`config.mk`:
```
export PLATFORM = sky130hd
export DESIGN_NAME = mi2d_ctrl
export DESIGN_NICKNAME = d
export VERILOG_FILES = /design/src/rtl/mi2d_pkg.sv /design/src/rtl/mi2d_ctrl.sv
export SDC_FILE = /design/constraint.sdc
export NUM_CORES = 1
export LEC_CHECK = 0
export ABC_AREA = 1
export BUFFER_PORTS_ARGS = -buffer_cell sky130_fd_sc_hd__buf_4
export CAP_MARGIN = 30
export CORE_AREA = 3 3 92 94
export CTS_CLUSTER_SIZE = 16
export DETAILED_ROUTE_END_ITERATION = 6
export DIE_AREA = 0 0 95 97
export PLACE_DENSITY = 0.51
export SLEW_MARGIN = 20
export SYNTH_ARGS = -nofsm -noshare
export SYNTH_HDL_FRONTEND = slang
export SYNTH_SLANG_ARGS = --single-unit
```
`constraint.sdc`:
```
create_clock -name clock -period 2.75 [get_ports clock]
set_clock_uncertainty 0.2 [all_clocks]
set_input_delay 0.1375 -clock clock [delete_from_list [all_inputs] [get_ports clock]]
set_output_delay 0.1375 -clock clock [all_outputs]
set_load 0.03 [all_outputs]
```
`src/rtl/mi2d_pkg.sv`:
```
// Shared types, constants and helpers for the two-dimensional map interpolator.
`timescale 1ns / 1ps
package mi2d_pkg;

   localparam int DATA_W       = 32;
   localparam int FUNC_W       = 3;
   localparam int PIDX_W       = 4;
   localparam int CNT_W        = 5;
   localparam int CSR_IDX_W    = 1;
   localparam int FRAC_W       = 31;
   localparam int PROD_W       = DATA_W + FRAC_W;
   localparam int DEF_MAX_ROWS = 16;
   localparam int DEF_MAX_COLS = 16;

   localparam logic [FUNC_W-1:0] FUNC_LD_SPEED = 3'd0;
   localparam logic [FUNC_W-1:0] FUNC_LD_CMD   = 3'd1;
   localparam logic [FUNC_W-1:0] FUNC_LD_CELL  = 3'd2;
   localparam logic [FUNC_W-1:0] FUNC_INVERSE  = 3'd3;
   localparam logic [FUNC_W-1:0] FUNC_FORWARD  = 3'd4;

   localparam logic [CSR_IDX_W-1:0] CSR_ROWS = 1'b0;
   localparam logic [CSR_IDX_W-1:0] CSR_COLS = 1'b1;

   // Which store a read addresses.
   typedef enum logic [1:0] {
      SRC_SPD,
      SRC_CMD,
      SRC_COL,
      SRC_GRID
   } src_type;

   // Datapath operations, one per cycle.
   typedef enum logic [4:0] {
      OP_NONE,
      OP_LATCH,
      OP_MM_INIT,
      OP_MM_UPD,
      OP_CLAMP_SPEED,
      OP_CLAMP_QIN,
      OP_SET_Q,
      OP_K1,
      OP_K0,
      OP_DIV_START,
      OP_LOAD_A,
      OP_LOAD_B,
      OP_MUL,
      OP_ADD,
      OP_WR_COL,
      OP_RES_Y,
      OP_RES_SAT,
      OP_RES_LOAD,
      OP_RES_NONE,
      OP_OUT
   } op_type;

   typedef struct packed {
      op_type  op;
      src_type src;
   } dp_cmd_type;

   typedef struct packed {
      logic rd_lt_q;
      logic q_lt_rd;
      logic cls_a;
      logic cls_b;
      logic div_done;
   } dp_stat_type;

   function automatic int idx_width(input int depth);
      return (depth > 1) ? $clog2(depth) : 1;
   endfunction

endpackage

```
`src/rtl/mi2d_ctrl.sv`:
```
// Controller: sequences clamping, segment search, division and row interpolation.
`timescale 1ns / 1ps
module mi2d_ctrl
   import mi2d_pkg::*;
#(
   parameter int MAX_ROWS = DEF_MAX_ROWS,
   parameter int MAX_COLS = DEF_MAX_COLS,
   localparam int CW = idx_width(MAX_COLS),
   localparam int RW = idx_width(MAX_ROWS),
   localparam int IW = (CW > RW) ? CW : RW,
   localparam int NW = IW + 1
)
(
   input  logic              clock,
   input  logic              reset,
   input  logic              req_valid,
   input  logic [FUNC_W-1:0] req_func,
   output logic              req_stall,
   output logic              rsp_valid,
   input  logic              rsp_stall,
   input  logic [NW-1:0]     nr,
   input  logic [NW-1:0]     nc,
   input  dp_stat_type       stat,
   output dp_cmd_type        cmd,
   output logic [IW-1:0]     rd_addr,
   output logic [RW-1:0]     rd_row
);

   typedef enum logic [4:0] {
      ST_IDLE, ST_LOAD, ST_NONE, ST_MM_RD, ST_MM_USE, ST_CLAMP,
      ST_SEG_START, ST_SEG_RD, ST_SEG_CHK, ST_SEG_RD0, ST_SEG_K0, ST_SEG_CLS,
      ST_DIV, ST_AP_RDA, ST_AP_A, ST_AP_RDB, ST_AP_B, ST_AP_MUL, ST_AP_ADD,
      ST_AP_WR, ST_INV0, ST_INV0_CHK, ST_INV1, ST_INV1_CHK, ST_SAT_RD,
      ST_SAT_RES, ST_DONE
   } state_type;

   typedef enum logic [1:0] {
      MODE_A,
      MODE_B,
      MODE_T
   } mode_type;

   state_type         state_ff, state_in;
   mode_type          mode_ff, mode_in;
   logic [FUNC_W-1:0] func_ff, func_in;
   logic              final_ff, final_in;
   src_type           ks_ff, ks_in, vs_ff, vs_in;
   logic [NW-1:0]     idx_ff, idx_in;
   logic [NW-1:0]     r_ff, r_in;
   logic [IW-1:0]     i_ff, i_in;
   logic              rsp_valid_ff, rsp_valid_in;
   logic [NW-1:0]     n_w, i_ext, i_p1, i_p2;

   // The first pass works along the speed keys, the final one along the rows.
   assign n_w   = final_ff ? nr : nc;
   assign i_ext = NW'(i_ff);
   assign i_p1  = i_ext + NW'(1);
   assign i_p2  = i_ext + NW'(2);

   always_comb begin
      state_in     = state_ff;
      mode_in      = mode_ff;
      func_in      = func_ff;
      final_in     = final_ff;
      ks_in        = ks_ff;
      vs_in        = vs_ff;
      idx_in       = idx_ff;
      r_in         = r_ff;
      i_in         = i_ff;
      rsp_valid_in = rsp_valid_ff && rsp_stall;
      cmd.op       = OP_NONE;
      cmd.src      = SRC_SPD;
      rd_addr      = '0;
      rd_row       = RW'(r_ff);
      case (state_ff)
         ST_IDLE: begin
            if (req_valid) begin
               cmd.op   = OP_LATCH;
               func_in  = req_func;
               final_in = 1'b0;
               idx_in   = '0;
               ks_in    = SRC_SPD;
               vs_in    = SRC_GRID;
               if (req_func inside {FUNC_LD_SPEED, FUNC_LD_CMD, FUNC_LD_CELL}) begin
                  state_in = ST_LOAD;
               end else if (req_func inside {FUNC_INVERSE, FUNC_FORWARD} &&
                            nr != '0 && nc != '0) begin
                  state_in = ST_MM_RD;
               end else begin
                  state_in = ST_NONE;
               end
            end
         end
         ST_LOAD: begin
            cmd.op   = OP_RES_LOAD;
            state_in = ST_DONE;
         end
         ST_NONE: begin
            cmd.op   = OP_RES_NONE;
            state_in = ST_DONE;
         end
         ST_MM_RD: begin
            cmd.src  = ks_ff;
            rd_addr  = IW'(idx_ff);
            state_in = ST_MM_USE;
         end
         ST_MM_USE: begin
            cmd.op   = (idx_ff == '0) ? OP_MM_INIT : OP_MM_UPD;
            idx_in   = idx_ff + 1'b1;
            state_in = ((idx_ff + 1'b1) < n_w) ? ST_MM_RD : ST_CLAMP;
         end
         ST_CLAMP: begin
            cmd.op   = final_ff ? OP_CLAMP_QIN : OP_CLAMP_SPEED;
            state_in = ST_SEG_START;
         end
         ST_SEG_START: begin
            i_in = '0;
            r_in = '0;
            if (n_w == NW'(1)) begin
               mode_in  = MODE_A;
               state_in = ST_AP_RDA;
            end else begin
               state_in = ST_SEG_RD;
            end
         end
         ST_SEG_RD: begin
            cmd.src  = ks_ff;
            rd_addr  = IW'(i_p1);
            state_in = ST_SEG_CHK;
         end
         ST_SEG_CHK: begin
            if (i_p2 < n_w && stat.rd_lt_q) begin
               i_in     = i_ff + 1'b1;
               state_in = ST_SEG_RD;
            end else begin
               cmd.op   = OP_K1;
               state_in = ST_SEG_RD0;
            end
         end
         ST_SEG_RD0: begin
            cmd.src  = ks_ff;
            rd_addr  = i_ff;
            state_in = ST_SEG_K0;
         end
         ST_SEG_K0: begin
            cmd.op   = OP_K0;
            state_in = ST_SEG_CLS;
         end
         ST_SEG_CLS: begin
            if (stat.cls_a) begin
               mode_in  = MODE_A;
               state_in = ST_AP_RDA;
            end else if (stat.cls_b) begin
               mode_in  = MODE_B;
               state_in = ST_AP_RDA;
            end else begin
               cmd.op   = OP_DIV_START;
               mode_in  = MODE_T;
               state_in = ST_DIV;
            end
         end
         ST_DIV: begin
            if (stat.div_done) state_in = ST_AP_RDA;
         end
         ST_AP_RDA: begin
            cmd.src  = vs_ff;
            rd_addr  = i_ff;
            state_in = ST_AP_A;
         end
         ST_AP_A: begin
            cmd.op   = OP_LOAD_A;
            state_in = (mode_ff == MODE_A) ? ST_AP_WR : ST_AP_RDB;
         end
         ST_AP_RDB: begin
            cmd.src  = vs_ff;
            rd_addr  = IW'(i_p1);
            state_in = ST_AP_B;
         end
         ST_AP_B: begin
            cmd.op   = OP_LOAD_B;
            state_in = (mode_ff == MODE_B) ? ST_AP_WR : ST_AP_MUL;
         end
         ST_AP_MUL: begin
            cmd.op   = OP_MUL;
            state_in = ST_AP_ADD;
         end
         ST_AP_ADD: begin
            cmd.op   = OP_ADD;
            state_in = ST_AP_WR;
         end
         ST_AP_WR: begin
            if (final_ff) begin
               cmd.op   = OP_RES_Y;
               state_in = ST_DONE;
            end else begin
               cmd.op = OP_WR_COL;
               r_in   = r_ff + 1'b1;
               if ((r_ff + 1'b1) < nr) begin
                  state_in = ST_AP_RDA;
               end else if (func_ff == FUNC_FORWARD) begin
                  final_in = 1'b1;
                  idx_in   = '0;
                  ks_in    = SRC_CMD;
                  vs_in    = SRC_COL;
                  state_in = ST_MM_RD;
               end else begin
                  final_in = 1'b1;
                  state_in = ST_INV0;
               end
            end
         end
         ST_INV0: begin
            cmd.op   = OP_SET_Q;
            cmd.src  = SRC_COL;
            rd_addr  = '0;
            state_in = ST_INV0_CHK;
         end
         ST_INV0_CHK: begin
            if (stat.q_lt_rd) begin
               i_in     = '0;
               state_in = ST_SAT_RD;
            end else begin
               state_in = ST_INV1;
            end
         end
         ST_INV1: begin
            cmd.src  = SRC_COL;
            rd_addr  = IW'(nr - 1'b1);
            state_in = ST_INV1_CHK;
         end
         ST_INV1_CHK: begin
            if (stat.rd_lt_q) begin
               i_in     = IW'(nr - 1'b1);
               state_in = ST_SAT_RD;
            end else begin
               ks_in    = SRC_COL;
               vs_in    = SRC_CMD;
               state_in = ST_SEG_START;
            end
         end
         ST_SAT_RD: begin
            cmd.src  = SRC_CMD;
            rd_addr  = i_ff;
            state_in = ST_SAT_RES;
         end
         ST_SAT_RES: begin
            cmd.op   = OP_RES_SAT;
            state_in = ST_DONE;
         end
         ST_DONE: begin
            if (!rsp_valid_ff || !rsp_stall) begin
               cmd.op       = OP_OUT;
               rsp_valid_in = 1'b1;
               state_in     = ST_IDLE;
            end
         end
         default: state_in = ST_IDLE;
      endcase
   end

   always_ff @(posedge clock) begin
      if (reset) begin
         state_ff     <= ST_IDLE;
         rsp_valid_ff <= 1'b0;
         final_ff     <= 1'b0;
         mode_ff      <= MODE_A;
         ks_ff        <= SRC_SPD;
         vs_ff        <= SRC_GRID;
         idx_ff       <= '0;
         r_ff         <= '0;
         i_ff         <= '0;
         func_ff      <= FUNC_LD_SPEED;
      end else begin
         state_ff     <= state_in;
         rsp_valid_ff <= rsp_valid_in;
         final_ff     <= final_in;
         mode_ff      <= mode_in;
         ks_ff        <= ks_in;
         vs_ff        <= vs_in;
         idx_ff       <= idx_in;
         r_ff         <= r_in;
         i_ff         <= i_in;
         func_ff      <= func_in;
      end
   end

   assign req_stall = (state_ff != ST_IDLE);
   assign rsp_valid = rsp_valid_ff;

endmodule

```
==> flow_summary.toml, run 1 <==
[clock_network]
insertion_delay_ns = 0.29
h-tree-depth = 2
cts_tree = "done"
cts_buffer_depth = 2
cts-root-buf = "clkbuf_8"
cts_made_buffers = 5
cts.sinks = 30
cts.clk_slew.worst_paths_ns = 0.07

[synthesis]
synth_cell_types = 27
yosysTopAreaCellShare_pct = 22.5
synth_seq_cells = 30
synth_area_leader_cell = "dfxtp_1"
netlist_area_sq_mm = 0.00267
avgSynthCellArea_sq_um = 5.84
ys_warn_count = 0
ys_seq_area_share_pct = 22.5
postSynthNetCount = 498
synth.area.top_cells = "dfxtp_1, nand2_1, nor2_1"
syn_inst = 457

[routing]
drt_iter0_drc = 224
postRouteAntennaNets = 0
routedWlPerCell_um = 15.2
drt-total-wl_um = 9440
via_per_inst = 5.15
dr.pass1.iters = 5
drc_errors = 0
vias = 3205

[placement]
placed_area_sq_mm = 0.00312
post-dp-hpwl_um = 7620
gp_congestion = 0.927
portBuffers = 38

[finish]
mostFrequentLayoutCells = "nand2_1, nor2_1, buf_4"
nFillCells = 872
postLayoutCoreUtil_pct = 44.5
nets = 560
final_common_cell = "nand2_1"
antenna_cells = 0
drive_above_1_share_pct = 18.7
final_area_sq_mm = 0.00344
area_delta_synth_final_pct = 28.9

[global_routing]
first_global_vias = 3044
antenna_found_initial = 0
grt_max_degree = 19
grt_first_pass_wirelength_um = 15300
grt_usage_pct = 21.0
overflow = 0

[critical_path]
critPathMaxFanout = 4
crit_path_end_kind = "output pin"
r2r_start = "r_ff[0]"
worstPathArrival_ns = 2.28
rr_worst_depth = 13
r2r_end = "idx_ff[4]"
start_kind = "flip-flop"
crit_required_ns = 2.41
ff2ff_setup_slack_ns = 0.24
critPathKind = "flip-flop to output pin"

[floorplanning]
ios = 39
start_util_pct = 34.5
core-area_sq_mm = 0.00773
die_w_um = 95
row_count = 32
die_h_um = 97
die-area_sq_mm = 0.00922

[sta]
layout_min_cycle_time_ns = 2.62
tightest_slew_ns = 0.437
slew_headroom_pct = 70.7
max_clock_freq_mhz = 382
setup_viol = 0
min_period_over_period_pct = 95.2
timing.hold.ws_ns = 0.0338
hold_viol_final = 0
drv_slew = 0
finalSetupTns_ns = 0

[power_and_ir_drop]
irDropWorstVdd_v = 0.000333
p_leak_uw = 0.00176
power.density_mw_per_mm2 = 690

[flow_run]
maxCapViolCount = 0

[min_path]
min_from = "nr[0]"
hold_class = "primary input to flip-flop"
min_to = "i_ff[0]"
min_path_cells = 4

[run_status]
status = "completed"
repair_timing:
action / in CTS / in global routing
resized for setup: 4 / 28
endpoints found under the setup margin: 2 / 11
hold endpoints to repair: 7 / 0
pin swaps: 0 / 10
hold buffers: 8 / 0
setup buffers: 0 / 5
synth_stat cells:
cell type and count:
xor2_1 5, inv_2 1, nand3b_1 1, a211oi_1 1, xnor2_1 5, a21oi_1 29, o22ai_1 2, o211ai_1 3
o2111ai_1 4, nor2_2 4, ha_1 19, o21a_1 1, o21ai_2 1, nor2_1 66, dfxtp_1 30, nand2_1 130
clkbuf_1 2, a22oi_1 1, clkinv_1 1, nand4_1 9, buf_2 2, buf_4 6, nand3_1 39, inv_1 57
o21ai_0 25, nand2_2 2, nor3_1 11
routing by layer:
layer | global-route usage, % | share of wire, % | vias up
li1 | - | - | 1609
met1 | 28.6 | 45 | 1461
met2 | 33.4 | 47 | 110
met3 | 2.95 | 5.2 | 25
met4 | 7.77 | 2.7 | 0
met5 | 0 | 0 | -
state kept, by name (all words and copies together), names as in the netlist, 2 cells and up:
name	flops
func_ff	3
r_ff	5
vs_ff	2
ks_ff	2
mode_ff	2
i_ff	4
idx_ff	5
state_ff	5
worst max path at each step:
stage / slack [ns] / cells past startpoint / end / from
finish: 0.13 / 12 / cmd[2] / i_ff[2]
global route: -0.006 / 13 / idx_ff[4] / r_ff[0]
CTS: 0.007 / 12 / cmd[2] / final_ff
detailed placement: 0.1 / 13 / idx_ff[4] / r_ff[0]
global placement: 0.13 / 13 / idx_ff[4] / r_ff[0]
floorplan: 0.50 / 12 / cmd[2] / final_ff
cells by family (layout without fill, tap and decap cells):
| logic type | count (synthesis) | after routing | share of synthesized area [%] |
|---|---|---|---|
| and+or+nand+nor | 262 | 262 | 40.7 |
| buffers and inverters | 69 | 132 | 10.6 |
| AOI/OAI and AO/OA | 67 | 67 | 13.9 |
| DFF | 30 | 30 | 22.5 |
| adders and majority gates | 19 | 19 | 8.91 |
| xor gates and xnor gates | 10 | 10 | 3.28 |
where the power goes:
| group | total (uW) | switching [uW] | internal (uW) |
|---|---|---|---|
| Sequential | 598 | 79.6 | 518 |
| Combinational | 1390 | 889 | 499 |
| Clock | 386 | 185 | 201 |
critical path, cell delays in order (launching register included):
cell and delay (ns):
dfxtp_4 0.37, ha_4 0.16, xor2_2 0.15, ha_1 0.28
nand2_1 0.09, a21oi_2 0.04, nor2_2 0.11, nand2_1 0.08
nand2_2 0.08, nand4_1 0.09, nor3_2 0.21, o211ai_1 0.14
buf_4 0.19
through the flow:
| step | std cells | worst slack (ns) | power (uW) |
|---|---|---|---|
| 2_1_floorplan | 457 | 0.498 | 1460 |
| 3_5_place_dp | 601 | 0.0978 | 1900 |
| 5_1_grt | 622 | -0.00629 | 2570 |
| 4_1_cts | 617 | 0.00665 | 2310 |
| 6_report | 622 | 0.132 | 2370 |
| 3_3_place_gp | 601 | 0.131 | 1910 |
layout make-up:
class / instances / area, sq um / area share (%)
multi-input combinational: 358 / 1870 / 54.5
sequential: 30 / 614 / 17.9
timing repair buffer: 65 / 505 / 14.7
inverter: 59 / 224 / 6.51
tap: 102 / 128 / 3.71
clock buffer: 6 / 82.6 / 2.40
clock inverter: 2 / 12.5 / 0.364
(Power assumes the default switching activity.)
==> run 2, diff against run 1 <==
--- a/config.mk
+++ b/config.mk
@@ -12,8 +12,10 @@
 export CTS_CLUSTER_SIZE = 16
 export DETAILED_ROUTE_END_ITERATION = 6
 export DIE_AREA = 0 0 95 97
+export HOLD_SLACK_MARGIN = 0.08
 export PLACE_DENSITY = 0.51
 export SLEW_MARGIN = 20
 export SYNTH_ARGS = -nofsm -noshare
 export SYNTH_HDL_FRONTEND = slang
 export SYNTH_SLANG_ARGS = --single-unit
+export TNS_END_PERCENT = 30
==> run 2 against run 1 <==
Final cell count unchanged. Count of clock-buffer cells in the layout is the same. Final area decreased by 1.2%. Core utilization shrank 0.53 points. Via count down 0.84%. Sequential share of layout area is 0.25 points higher. Sequential power about the same. Register-to-register slack worse by 0.08 ns. Hold slack better by 0.062 ns. Routed wire length decreased by 1.2%. Critical path depth is the same.
==> flow_summary.toml, run 2 (synthesized netlist as in run 1, its figures left out) <==
[clock_network]
cts_made_buffers = 5
cts.clk_slew.worst_paths_ns = 0.07
cts.sinks = 30
cts_tree = "done"
h-tree-depth = 2
cts_buffer_depth = 2
insertion_delay_ns = 0.29
cts-root-buf = "clkbuf_8"

[critical_path]
crit_family = "simple AND/OR/NAND/NOR gates"
critPathKind = "flip-flop to output pin"
crit_required_ns = 2.41
ff2ff_setup_slack_ns = 0.16
r2r_end = "mode_ff[0]"
rr_worst_depth = 9
cp_cell_sequence = "ha_2 -> xor2_2 -> ha_1 -> nand2_1 -> a21oi_1 -> nor2_1 -> nand2_1 -> nand2_1 -> nand4_1 -> nor3_2 -> o211ai_1 -> buf_4"
cp.depth = 12
cpMostUsedCell = "nand2_1"
crit_start = "i_ff[1]"
worstPathArrival_ns = 2.26
slowest_stage = "dfxtp_4"
slowest_delay_ns = 0.36
critPathMaxFanout = 5
r2r_start = "state_ff[2]"
cp-endpoint = "cmd[2]"
cp.buffers_inverters = 1
crit_path_end_kind = "output pin"
start_kind = "flip-flop"

[sta]
slew_headroom_pct = 70.9
fin_ws_ns = 0.153
setup_viol = 0
hold_viol_final = 0
layout_min_cycle_time_ns = 2.60
drv_slew = 0
min_period_over_period_pct = 94.4
finalSetupTns_ns = 0
max_clock_freq_mhz = 385
grt_setup_unrepaired = "yes"
tightest_slew_ns = 0.433

[global_routing]
grt_usage_pct = 21.0
first_global_vias = 3042
overflow = 0
antenna_found_initial = 0
grt_max_degree = 19
grt_first_pass_wirelength_um = 15200

[floorplanning]
ios = 39
row_count = 32
die_h_um = 97
die-area_sq_mm = 0.00922
die_w_um = 95
start_util_pct = 34.5
core-area_sq_mm = 0.00773

[routing]
drc_errors = 0
via_per_inst = 5.11
routedWlPerCell_um = 15.0
postRouteAntennaNets = 0
drt-total-wl_um = 9330
dr.pass1.iters = 4
vias = 3178
drt_iter0_drc = 220

[placement]
post-dp-hpwl_um = 7620
place_ws_ns = 0.0978
gp_congestion = 0.927
dp.cells = 601
portBuffers = 38
placed_area_sq_mm = 0.00312

[power_and_ir_drop]
switchingPower_uw = 1140
irDropWorstVdd_v = 0.000332
p_int_uw = 1190
p_leak_uw = 0.00176
pwr-share-seq_pct = 25.8
swShare_pct = 49.1
pwr-share-comb_pct = 57.6
power.density_mw_per_mm2 = 685
p_clk_share_pct = 16.7

[finish]
nFillCells = 867
drive_above_1_share_pct = 16.5
antenna_cells = 0
stdcell_count = 622
area_delta_synth_final_pct = 27.3
nets = 560
regArea_sq_um = 616
final_area_sq_mm = 0.00340
multi_input_area_sq_mm = 0.00183
final_common_cell = "nand2_1"
mostFrequentLayoutCells = "nand2_1, nor2_1, inv_1"
postLayoutCoreUtil_pct = 44.0
top_regs = "idx_ff: 5 flops, r_ff: 5 flops, state_ff: 5 flops"

[flow_run]
maxCapViolCount = 0

[run_status]
status = "completed"

[min_path]
hold_class = "primary input to flip-flop"
run 2: routing by layer:
layer	vias up	track usage, %	part of all wire, %
met5	-	0	0
met4	0	7.10	2.2
met3	19	2.95	6.4
met2	116	33.8	47
met1	1438	28.5	44
li1	1605	-	-
run 2: worst reg2reg max path, stage by stage, from the launching register on:
cell,delay [ns]
dfxtp_1,0.44
inv_2,0.10
nand2_1,0.19
inv_1,0.08
nand2_1,0.16
inv_1,0.09
nand3_1,0.07
dlygate4sd3_1,0.54
a21oi_1,0.06
dlygate4sd3_1,0.56
run 2: final cells by class:
cell class              count  share of cell area [%]
well taps                 102                    3.76
multi-input cells         358                    53.7
repair buffers             65                    15.1
clock buffers               6                    2.43
clock inverters             2                   0.368
flip-flops and latches     30                    18.1
inverters                  59                    6.52
run 2: what timing repair did:
action	CTS	global route
setup buffers	0	2
hold buffers	11	0
hold endpoints to repair	20	0
pin swaps	0	2
resized for setup	4	17
endpoints found under the setup margin	2	12
run 2: how the worst min path moves through the flow:
stage / start / to / slack, ns / cells after the start
6_report: req_valid / func_ff[1] / 0.1 / 5
5_1_grt: stat[2] / mode_ff[1] / 0.12 / 4
4_1_cts: stat[2] / mode_ff[1] / 0.08 / 4
3_5_place_dp: req_func[2] / func_ff[2] / 0.19 / 3
3_3_place_gp: req_func[1] / func_ff[1] / 0.19 / 3
2_1_floorplan: req_func[0] / func_ff[0] / 0.07 / 2
run 2: per-stage QoR:
stage | power, uW | hold slack [ns]
6_report | 2330 | 0.0954
5_1_grt | 2520 | 0.122
4_1_cts | 2310 | 0.0805
3_5_place_dp | 1900 | 0.191
3_3_place_gp | 1910 | 0.190
2_1_floorplan | 1460 | 0.0724
run 2: power by group through the flow:
stage                     logic, uW  registers [uW]  clock network, uW
after CTS                      1320             590                401
final                          1340             600                388
after global placement         1320             595                  0
after floorplan                 885             579                  0
after global routing           1490             610                419
after detailed placement       1300             597                  0
